==> config.mk <==
export PLATFORM = sky130hd
export DESIGN_NAME = double_to_int32_saturating
export DESIGN_NICKNAME = d
export VERILOG_FILES = /design/src/hdl/d2i_pkg.sv /design/src/hdl/d2i_decode.sv /design/src/hdl/d2i_shift.sv /design/src/hdl/double_to_int32_saturating.sv
export VERILOG_INCLUDE_DIRS = /design/src /design/src/hdl
export SDC_FILE = /design/constraint.sdc
export NUM_CORES = 1
export LEC_CHECK = 0
export ABC_AREA = 1
export ABC_CLOCK_PERIOD_IN_PS = 3200
export BUFFER_PORTS_ARGS = -buffer_cell sky130_fd_sc_hd__buf_4
export CORE_MARGIN = 10
export CORE_UTILIZATION = 35
export CTS_BUF_LIST = sky130_fd_sc_hd__clkbuf_4 sky130_fd_sc_hd__clkbuf_8
export CTS_CLUSTER_SIZE = 8
export DETAILED_ROUTE_END_ITERATION = 7
export SLEW_MARGIN = 10
export SYNTH_ARGS = -nofsm -noshare
export SYNTH_HDL_FRONTEND = slang
export SYNTH_SLANG_ARGS = --single-unit
==> constraint.sdc <==
create_clock -name clock -period 3.2 [get_ports clock]
set_clock_uncertainty 0.15 [all_clocks]
set_input_delay 0.64 -clock clock [delete_from_list [all_inputs] [get_ports clock]]
set_output_delay 0.64 -clock clock [all_outputs]
set_load 0.05 [all_outputs]
==> src/hdl/double_to_int32_saturating_macros.svh <==
// Assertion macros for the double to int32 converter.
`ifndef DOUBLE_TO_INT32_SATURATING_MACROS_SVH
`define DOUBLE_TO_INT32_SATURATING_MACROS_SVH
`ifndef SYNTHESIS
`define D2I_ASSERT_IMPL(label, clk, rst, prop) \
   label: assert property (@(posedge clk) disable iff (rst) prop) \
      else $error("assertion failed");
`define D2I_ASSERT_NEXT(label, clk, rst, a, b) \
   label: assert property (@(posedge clk) disable iff (rst) (a) |=> (b)) \
      else $error("assertion failed");
`else
`define D2I_ASSERT_IMPL(label, clk, rst, prop)
`define D2I_ASSERT_NEXT(label, clk, rst, a, b)
`endif
`endif

==> src/hdl/d2i_pkg.sv <==
package d2i_pkg;
   localparam int ExpWidth  = 11;
   localparam int FracWidth = 52;
   localparam logic [ExpWidth-1:0] ExpAllOnes = 11'h7FF;
   localparam logic [ExpWidth-1:0] ExpBias    = 11'd1023;
   localparam logic [31:0] S32MaxPat = 32'h7FFF_FFFF;
   localparam logic [31:0] S32MinPat = 32'h8000_0000;
   localparam logic [31:0] U32MaxPat = 32'hFFFF_FFFF;
   localparam logic MODE_SIGNED   = 1'b0;
   localparam logic MODE_UNSIGNED = 1'b1;

   typedef struct packed {
      logic        neg;
      logic        zero;
      logic        sat;
      logic [4:0]  shift;
      logic [31:0] mant;
   } d2i_dec_type;
endpackage

==> src/hdl/d2i_decode.sv <==
module d2i_decode import d2i_pkg::*; (
   input  logic [63:0] double_bits,
   input  logic        mode,
   output d2i_dec_type dec
);
   logic [ExpWidth-1:0] bexp;
   logic                frac_nz;
   logic                is_max;
   logic [ExpWidth-1:0] e;

   always_comb begin
      bexp    = double_bits[62:52];
      frac_nz = |double_bits[51:0];
      e       = bexp - ExpBias;
      is_max  = (bexp == ExpAllOnes);
      dec.neg   = double_bits[63] && (mode == MODE_SIGNED);
      dec.zero  = 1'b0;
      dec.sat   = 1'b0;
      dec.shift = 5'd31 - e[4:0];
      // Top 32 bits of the mantissa with hidden bit; shifted right by 31-e.
      dec.mant  = {1'b1, double_bits[51:21]};
      if (is_max && frac_nz) begin
         dec.zero = 1'b1;
      end else if (mode == MODE_UNSIGNED && double_bits[63]) begin
         dec.zero = 1'b1;
      end else if (is_max) begin
         dec.sat = 1'b1;
      end else if (bexp < ExpBias) begin
         dec.zero = 1'b1;
      end else if (mode == MODE_SIGNED && bexp >= ExpBias + 11'd31) begin
         dec.sat = 1'b1;
      end else if (mode == MODE_UNSIGNED && bexp >= ExpBias + 11'd32) begin
         dec.sat = 1'b1;
      end
   end
endmodule

==> src/hdl/d2i_shift.sv <==
module d2i_shift import d2i_pkg::*; (
   input  d2i_dec_type dec,
   input  logic        mode,
   output logic [31:0] result
);
   logic [31:0] mag;

   always_comb begin
      mag = dec.mant >> dec.shift;
      if (dec.zero) begin
         result = '0;
      end else if (dec.sat) begin
         if (mode == MODE_UNSIGNED) begin
            result = U32MaxPat;
         end else begin
            result = dec.neg ? S32MinPat : S32MaxPat;
         end
      end else begin
         result = dec.neg ? (32'd0 - mag) : mag;
      end
   end
endmodule

==> src/hdl/double_to_int32_saturating.sv <==
// Channel   | Ports                              | Handshake
// request   | req_double_bits, req_mode          | start / busy
// response  | rsp_int_result                     | rsp_valid strobe, one cycle
//
// One beat is taken each cycle; busy is tied low.
// Each request beat is registered, decoded and shifted in one pass, then
// registered as the result.
// Reset (synchronous, active high) clears the valid pipeline only.
// The receiver cannot stall, so nothing ever backs up.
`include "double_to_int32_saturating_macros.svh"
module double_to_int32_saturating import d2i_pkg::*; (
   input  logic        clock,
   input  logic        reset,
   input  logic        start,
   output logic        busy,
   input  logic [63:0] req_double_bits,
   input  logic        req_mode,
   output logic        rsp_valid,
   output logic [31:0] rsp_int_result
);
   logic        in_vld_ff, in_vld_in;
   logic [63:0] bits_ff;
   logic        mode_ff;
   logic        out_vld_ff;
   logic [31:0] res_ff, res_in;
   d2i_dec_type dec;

   assign busy      = 1'b0;
   assign in_vld_in = start && !busy;

   always_ff @(posedge clock) begin
      if (reset) begin
         in_vld_ff  <= 1'b0;
         out_vld_ff <= 1'b0;
      end else begin
         in_vld_ff  <= in_vld_in;
         out_vld_ff <= in_vld_ff;
      end
   end

   // Payload registers need no reset.
   always_ff @(posedge clock) begin
      if (in_vld_in) begin
         bits_ff <= req_double_bits;
         mode_ff <= req_mode;
      end
      res_ff <= res_in;
   end

   d2i_decode u_decode (.double_bits(bits_ff), .mode(mode_ff), .dec(dec));
   d2i_shift  u_shift  (.dec(dec), .mode(mode_ff), .result(res_in));

   assign rsp_valid      = out_vld_ff;
   assign rsp_int_result = res_ff;

   `D2I_ASSERT_NEXT(a_pipe, clock, reset, start, ##1 rsp_valid)
   `D2I_ASSERT_IMPL(a_nan_zero, clock, reset,
      (in_vld_ff && bits_ff[62:52] == ExpAllOnes && bits_ff[51:0] != 52'd0)
      |=> (rsp_int_result == 32'd0))
   `D2I_ASSERT_IMPL(a_uneg_zero, clock, reset,
      (in_vld_ff && mode_ff == MODE_UNSIGNED && bits_ff[63])
      |=> (rsp_int_result == 32'd0))
endmodule

==> reports/qor.txt, run 1 <==
Routed vias: 6269
Syn Inst Count: 915
R2R cell count: 15
Crit path kind: reg -> reg
Crit Path Max Fanout: 30
First-pass GRT wire length: 30200 µm
Filler cell count: 1918
Syn avg cell area: 7.04 µm²
Synth Flop Type: edfxtp_1
DRT antenna net count: 0
Max-Slew Margin vs Limit: 48.4%
RSZ-0062 raised after global routing: false
Drt drc: 0
Worst Hold Slack: 255 ps
Post-synth EDFFs: 65
Hold buffer count at CTS: 0
Worst-Margin Slew: 775 ps
Synthesis-to-layout area growth: 19.5%
Sequential area share after synthesis: 40.8%
F_max: 338 MHz
PortBufs: 100
Clk root buf: clkbuf_8
Syn Nets: 987
Period utilisation layout: 92.5%
Worst Hold Class: in -> reg
Nets: 1084
Max VDD drop: 0.276 mV
Setup violators final: 0
Max Cap Viol: 0
Slew Limit Fails: 0
P_leak: 3.58 nW
Worst setup EP type: flip-flop
Global Route Usage Sum: 15.3%
Initial antenna violation count: 0
Grt ovf: 0
Max clock buf depth: 2
Die Area: 24200 µm²
Starting Density: 35.8%
Detailed-router iteration count before antenna repair: 5
Number of antenna diodes: 0
Fin crit period: 2960 ps
Largest net degree at the start of global routing: 67
Final GP Congestion: 1.01
Io pins: 102
Rows: 49
Worst skew pair latency: 390 ps
Fraction of layout cells with a size suffix above 1: 20.6%
Detailed Route WL: 19000 µm
CTS sink cnt: 99
Data required, critical path: 3340 ps
Hold Startpoint: reset
Power per cell area: 536 nW/µm²
Reg2reg end: rsp_int_result[12]
Die Span Y: 156 µm
Synth area leader: edfxtp_1
Launch point of the worst reg-to-reg path: bits_ff[53]
Ys async rst share: 0%
Core area: 18000 µm²
Vias in the first global route: 5857
CTS Buf Count: 9
WP data arrival: 3100 ps
Setup TNS: 0 ps
Die W: 156 µm
R2R setup slack: 240 ps
Vias per cell: 5.03
Reg clk slew, reported paths: 100 ps
DP HPWL: 15000 µm
Synth warn: 0
Hold path cells: 2
Crit start category: flip-flop
Final hold viol count: 0
Synth unique cells: 42
Status: finished clean
Yosys top cell area share: 30.3%
Storage cell area: 2630 µm²
Wirelength per Cell: 15.2 µm
Area of the mapped netlist: 6440 µm²
DR iter-0 viols: 474
H-tree depth: 3
End of the worst hold path: rsp_valid
Yosys reg bits: 99
Multi-input gate area: 3400 µm²
Synth area leaders: edfxtp_1, nand2_1, nand3_1
CTS tree: built
-- sequential cells by signal, indices dropped and copies added, names as in the netlist --
register	cells
rsp_int_result	32
rsp_valid	1
in_vld_ff	1
mode_ff	1
bits_ff	64
-- cells in the mapped netlist, drive strengths merged (8+ instances only) --
cell type / n
nand2: 333
nand3: 195
nor2: 108
edfxtp: 65
inv: 45
dfxtp: 34
buf: 33
o21ai: 32
a21oi: 24
nand4: 10
clkbuf: 8
nor3: 8
-- critical path: stages (launching register included) --
cell	delay (ps)
edfxtp_1	480
ha_4	340
buf_12	180
nand3_1	120
nand3_1	100
nand2_1	90
nand2_1	80
nand3_2	120
nand2_2	140
ha_2	220
nand3_4	110
o21ai_2	200
nand3_1	140
a21o_1	190
o21ai_0	140
nor2_1	60
-- worst max path at each step --
stage               slack (ps)  depth (start not counted)                  to         from
floorplan                  170                         19  rsp_int_result[12]  bits_ff[52]
detailed placement          50                         16  rsp_int_result[12]  bits_ff[52]
global placement            70                         20  rsp_int_result[26]  bits_ff[52]
finish                     240                         15  rsp_int_result[12]  bits_ff[53]
global route                10                         18  rsp_int_result[22]  bits_ff[53]
CTS                         40                         16  rsp_int_result[12]  bits_ff[52]
-- layout by cell type (no fill, tap or decap), types with 15 or more instances in the layout --
cell,count
nand2_1,310
nand3_1,186
buf_4,121
nor2_1,94
edfxtp_1,65
inv_1,35
dfxtp_1,34
a21oi_1,23
nand2_2,19
o21ai_1,15
-- power breakdown --
group	internal [mW]	total [mW]	switching (mW)	leakage [nW]
Sequential	1.50	1.56	0.0588	0.918
Clock	0.288	0.759	0.471	0.0842
Combinational	0.583	1.81	1.22	2.57
Total	2.37	4.12	1.75	3.58
-- cells by family (layout without fill, tap and decap cells) --
| family | Yosys count | after routing | synth area share (%) |
|---|---|---|---|
| DFF | 99 | 99 | 40.8 |
| xor gates and xnor gates | 2 | 2 | 0.272 |
| buffers and inverters | 87 | 189 | 6.91 |
| and+or+nand+nor | 660 | 660 | 45.7 |
| other | 1 | 1 | 0.0582 |
| adders and majority gates | 4 | 4 | 0.777 |
| AOI/OAI and AO/OA | 62 | 62 | 5.44 |
-- timing repair --
action	4_1_cts	5_1_grt
setup buffers	0	2
endpoints found under the setup margin	0	18
resized for setup	0	10
-- cell type report --
cell class                 count  share of cell area (%)
clock inverter                 7                   0.666
clock buffer                   9                    1.61
inverter                      46                    2.34
timing repair buffer         127                    13.3
multi-input combinational    729                    44.2
sequential                    99                    34.2
tap                          229                    3.72
-- metrics by stage --
step                std cells  worst slack (ps)  cell area, µm²  util, %  power (mW)
finish                   1246               240            7700     42.7        4.12
global route             1246              12.1            7700     42.7        4.39
CTS                      1243              40.2            7620     42.3        4.11
detailed placement       1227              47.8            7440     41.3        3.35
global placement         1227              71.8            7440     41.3        3.35
floorplan                 915               166            6440        -        2.83
-- metal layers --
metal | wire [µm] | share of wire, % | track usage, % | vias up
met4 | 437 | 2.3 | 5.08 | 0
met3 | 1230 | 6.5 | 3.83 | 26
li1 | - | - | - | 3232
met2 | 8750 | 46 | 24.0 | 205
met1 | 8580 | 45 | 20.2 | 2806
met5 | 0 | 0 | 0 | -
Power figures use the tool's default switching activity.
==> run 2, diff against run 1 <==
--- a/config.mk
+++ b/config.mk
@@ -14,6 +14,8 @@
 export CTS_BUF_LIST = sky130_fd_sc_hd__clkbuf_4 sky130_fd_sc_hd__clkbuf_8
 export CTS_CLUSTER_SIZE = 8
 export DETAILED_ROUTE_END_ITERATION = 7
+export GPL_ROUTABILITY_DRIVEN = 1
+export RECOVER_POWER = 100
 export SLEW_MARGIN = 10
 export SYNTH_ARGS = -nofsm -noshare
 export SYNTH_HDL_FRONTEND = slang
==> reports/qor.txt, run 2 (same netlist as run 1, synthesis figures left out) <==
Detailed-router iteration count before antenna repair: 7 (+2)
Final GP Congestion: 1.01 (unchanged)
Fin crit period: 2960 ps (-3.76 ps)
Global Route Usage Sum: 15.3% (unchanged)
Vias in the first global route: 5857 (unchanged)
Hold path cells: 2 (unchanged)
Most common cell after layout, fill and taps aside: nand2_1
Largest Register: bits_ff
Filler cell count: 1956 (+2.0%)
Status: finished with violations
DRT antenna net count: 0 (unchanged)
Crit path largest cell delay: 480 ps (about the same)
Grt ovf: 0 (unchanged)
Power per cell area: 537 nW/µm² (+0.27%)
CTS sink cnt: 99 (unchanged)
Hold Startpoint: in_vld_ff
Worst setup EP type: flip-flop
Max Cap Viol: 1 (+1)
Drt drc: 0 (unchanged)
Routed vias: 6272 (+0.048%)
Die Area: 24200 µm² (unchanged)
Final hold viol count: 0 (unchanged)
DR iter-0 viols: 527 (+11%)
Number of antenna diodes: 0 (unchanged)
Bufs and invs on worst path: 1 (unchanged)
Max FFs per register: 64 (unchanged)
Largest net degree at the start of global routing: 67 (unchanged)
Crit path kind: reg -> reg
Slew Limit Fails: 67 (+67)
Synthesis-to-layout area growth: 17.2%
H-tree depth: 3 (unchanged)
Crit Path Max Fanout: 21 (-30%)
Setup violators final: 0 (unchanged)
Violated checks: capacitance limit, slew limit
Reg2reg end: rsp_int_result[20]
P_leak: 3.42 nW (-4.3%)
Max VDD drop: 0.275 mV (-0.43%)
Detailed Route WL: 19000 µm (-0.25%)
R2R cell count: 19 (+4)
Core area: 18000 µm² (unchanged)
CTS tree: built
Worst Hold Class: reg -> reg
Launch point of the worst reg-to-reg path: bits_ff[53]
Rows: 49 (unchanged)
Setup TNS: 0 ps (unchanged)
Most frequent cells in the layout: nand2_1, nand3_1, nor2_1
Crit path top cell by count: nand2_1
Starting Density: 35.8% (unchanged)
WP data arrival: 3100 ps (about the same)
Crit start category: flip-flop
Dpl cell area: 7440 µm² (unchanged)
PortBufs: 100 (unchanged)
Final instance area: 7560 µm² (-1.9%)
Reg clk slew, reported paths: 100 ps (about the same)
Max clock buf depth: 2 (unchanged)
RSZ-0062 raised after global routing: false
Max-Slew Margin vs Limit: -1.38% (-50 points)
Data required, critical path: 3340 ps (about the same)
First-pass GRT wire length: 30200 µm (unchanged)
Clk root buf: clkbuf_8
Worst-Margin Slew: 1520 ps (+746 ps)
DP HPWL: 15000 µm (unchanged)
Worst skew pair latency: 390 ps (about the same)
Slowest CP cell: edfxtp_1
Fraction of layout cells with a size suffix above 1: 17.2% (-3.3 points)
Initial antenna violation count: 0 (unchanged)
Nets: 1084 (unchanged)
End of the worst hold path: rsp_valid
Hold buffer count at CTS: 0 (unchanged)
CTS Buf Count: 9 (unchanged)
Io pins: 102 (unchanged)
F_max: 338 MHz (+0.13%)
Period utilisation layout: 92.4% (-0.12 points)
Critical path's top delay family: simple AND/OR/NAND/NOR gates
Vias per cell: 5.03 (about the same)
Die W: 156 µm (unchanged)
R2R setup slack: 240 ps (about the same)
Wirelength per Cell: 15.2 µm (-0.25%)
Die Span Y: 156 µm (unchanged)
Critical Path, Cell by Cell: ha_2, nand2_1, nand2_2, buf_6, nand3_1, nand2_1, nand2_1, nand3_2, nand2_2, ha_2, nand3_4, nor2_2, nand2_1, nor2_2, nand2_2, nand2_4, nand2_1, o21ai_1, nor2_1
run 2: changes by cell type in the layout (fill, tap and decap cells not counted), sizes merged:
cell	before	now
buf	126	21
clkbuf	10	115
run 2: where the power goes:
| group | internal (mW) | switching (mW) |
|---|---|---|
| registers | 1.50 | 0.0576 |
| clock network | 0.288 | 0.471 |
| logic | 0.519 | 1.22 |
| total | 2.31 | 1.75 |
run 2: layout make-up:
cell class	instances	area, µm²	area share (%)
multi-input cells	729	3400	45.0
flip-flops and latches	99	2630	34.8
repair buffers	127	882	11.7
well taps	229	287	3.79
inverters	46	180	2.38
clock buffers	9	124	1.64
clock inverters	7	51.3	0.679
run 2: what timing repair did:
| action | CTS | global route |
|---|---|---|
| resized for setup | 0 | 10 |
| endpoints found under the setup margin | 0 | 18 |
| buffers inserted | 0 | 2 |
run 2: per-layer routing:
layer | global-route usage (%) | vias up | part of all wire [%]
li1 | - | 3235 | -
met1 | 20.2 | 2825 | 46
met2 | 24.0 | 186 | 46
met3 | 3.83 | 26 | 6.1
met4 | 5.08 | 0 | 2.3
met5 | 0 | - | 0
run 2: worst max path at each step:
stage                         endpoint  slack (ps)   startpoint  cells past startpoint
detailed placement  rsp_int_result[12]          50  bits_ff[52]                     16
finish              rsp_int_result[20]         240  bits_ff[53]                     19
CTS                 rsp_int_result[12]          40  bits_ff[52]                     16
global route        rsp_int_result[22]          10  bits_ff[53]                     18
global placement    rsp_int_result[26]          70  bits_ff[52]                     20
floorplan           rsp_int_result[12]         170  bits_ff[52]                     19
run 2: metrics by stage:
step | hold slack [ps] | worst slack (ps) | power [mW] | cells | utilization [%]
3_3_place_gp | 245 | 71.8 | 3.35 | 1227 | 41.3
2_1_floorplan | 238 | 166 | 2.83 | 915 | -
4_1_cts | 239 | 40.2 | 4.11 | 1243 | 42.3
3_5_place_dp | 248 | 47.8 | 3.35 | 1227 | 41.3
5_1_grt | 264 | 9.92 | 4.32 | 1246 | 41.9
6_report | 262 | 244 | 4.06 | 1246 | 41.9
run 2: worst register-to-register path, delay by kind of cell (launching register included):
family / cells / cell delay, ps
DFF: 1 / 480
buffers and inverters: 1 / 190
adders and majority gates: 2 / 450
and+or+nand+nor: 15 / 1490
AOI/OAI and AO/OA: 1 / 110
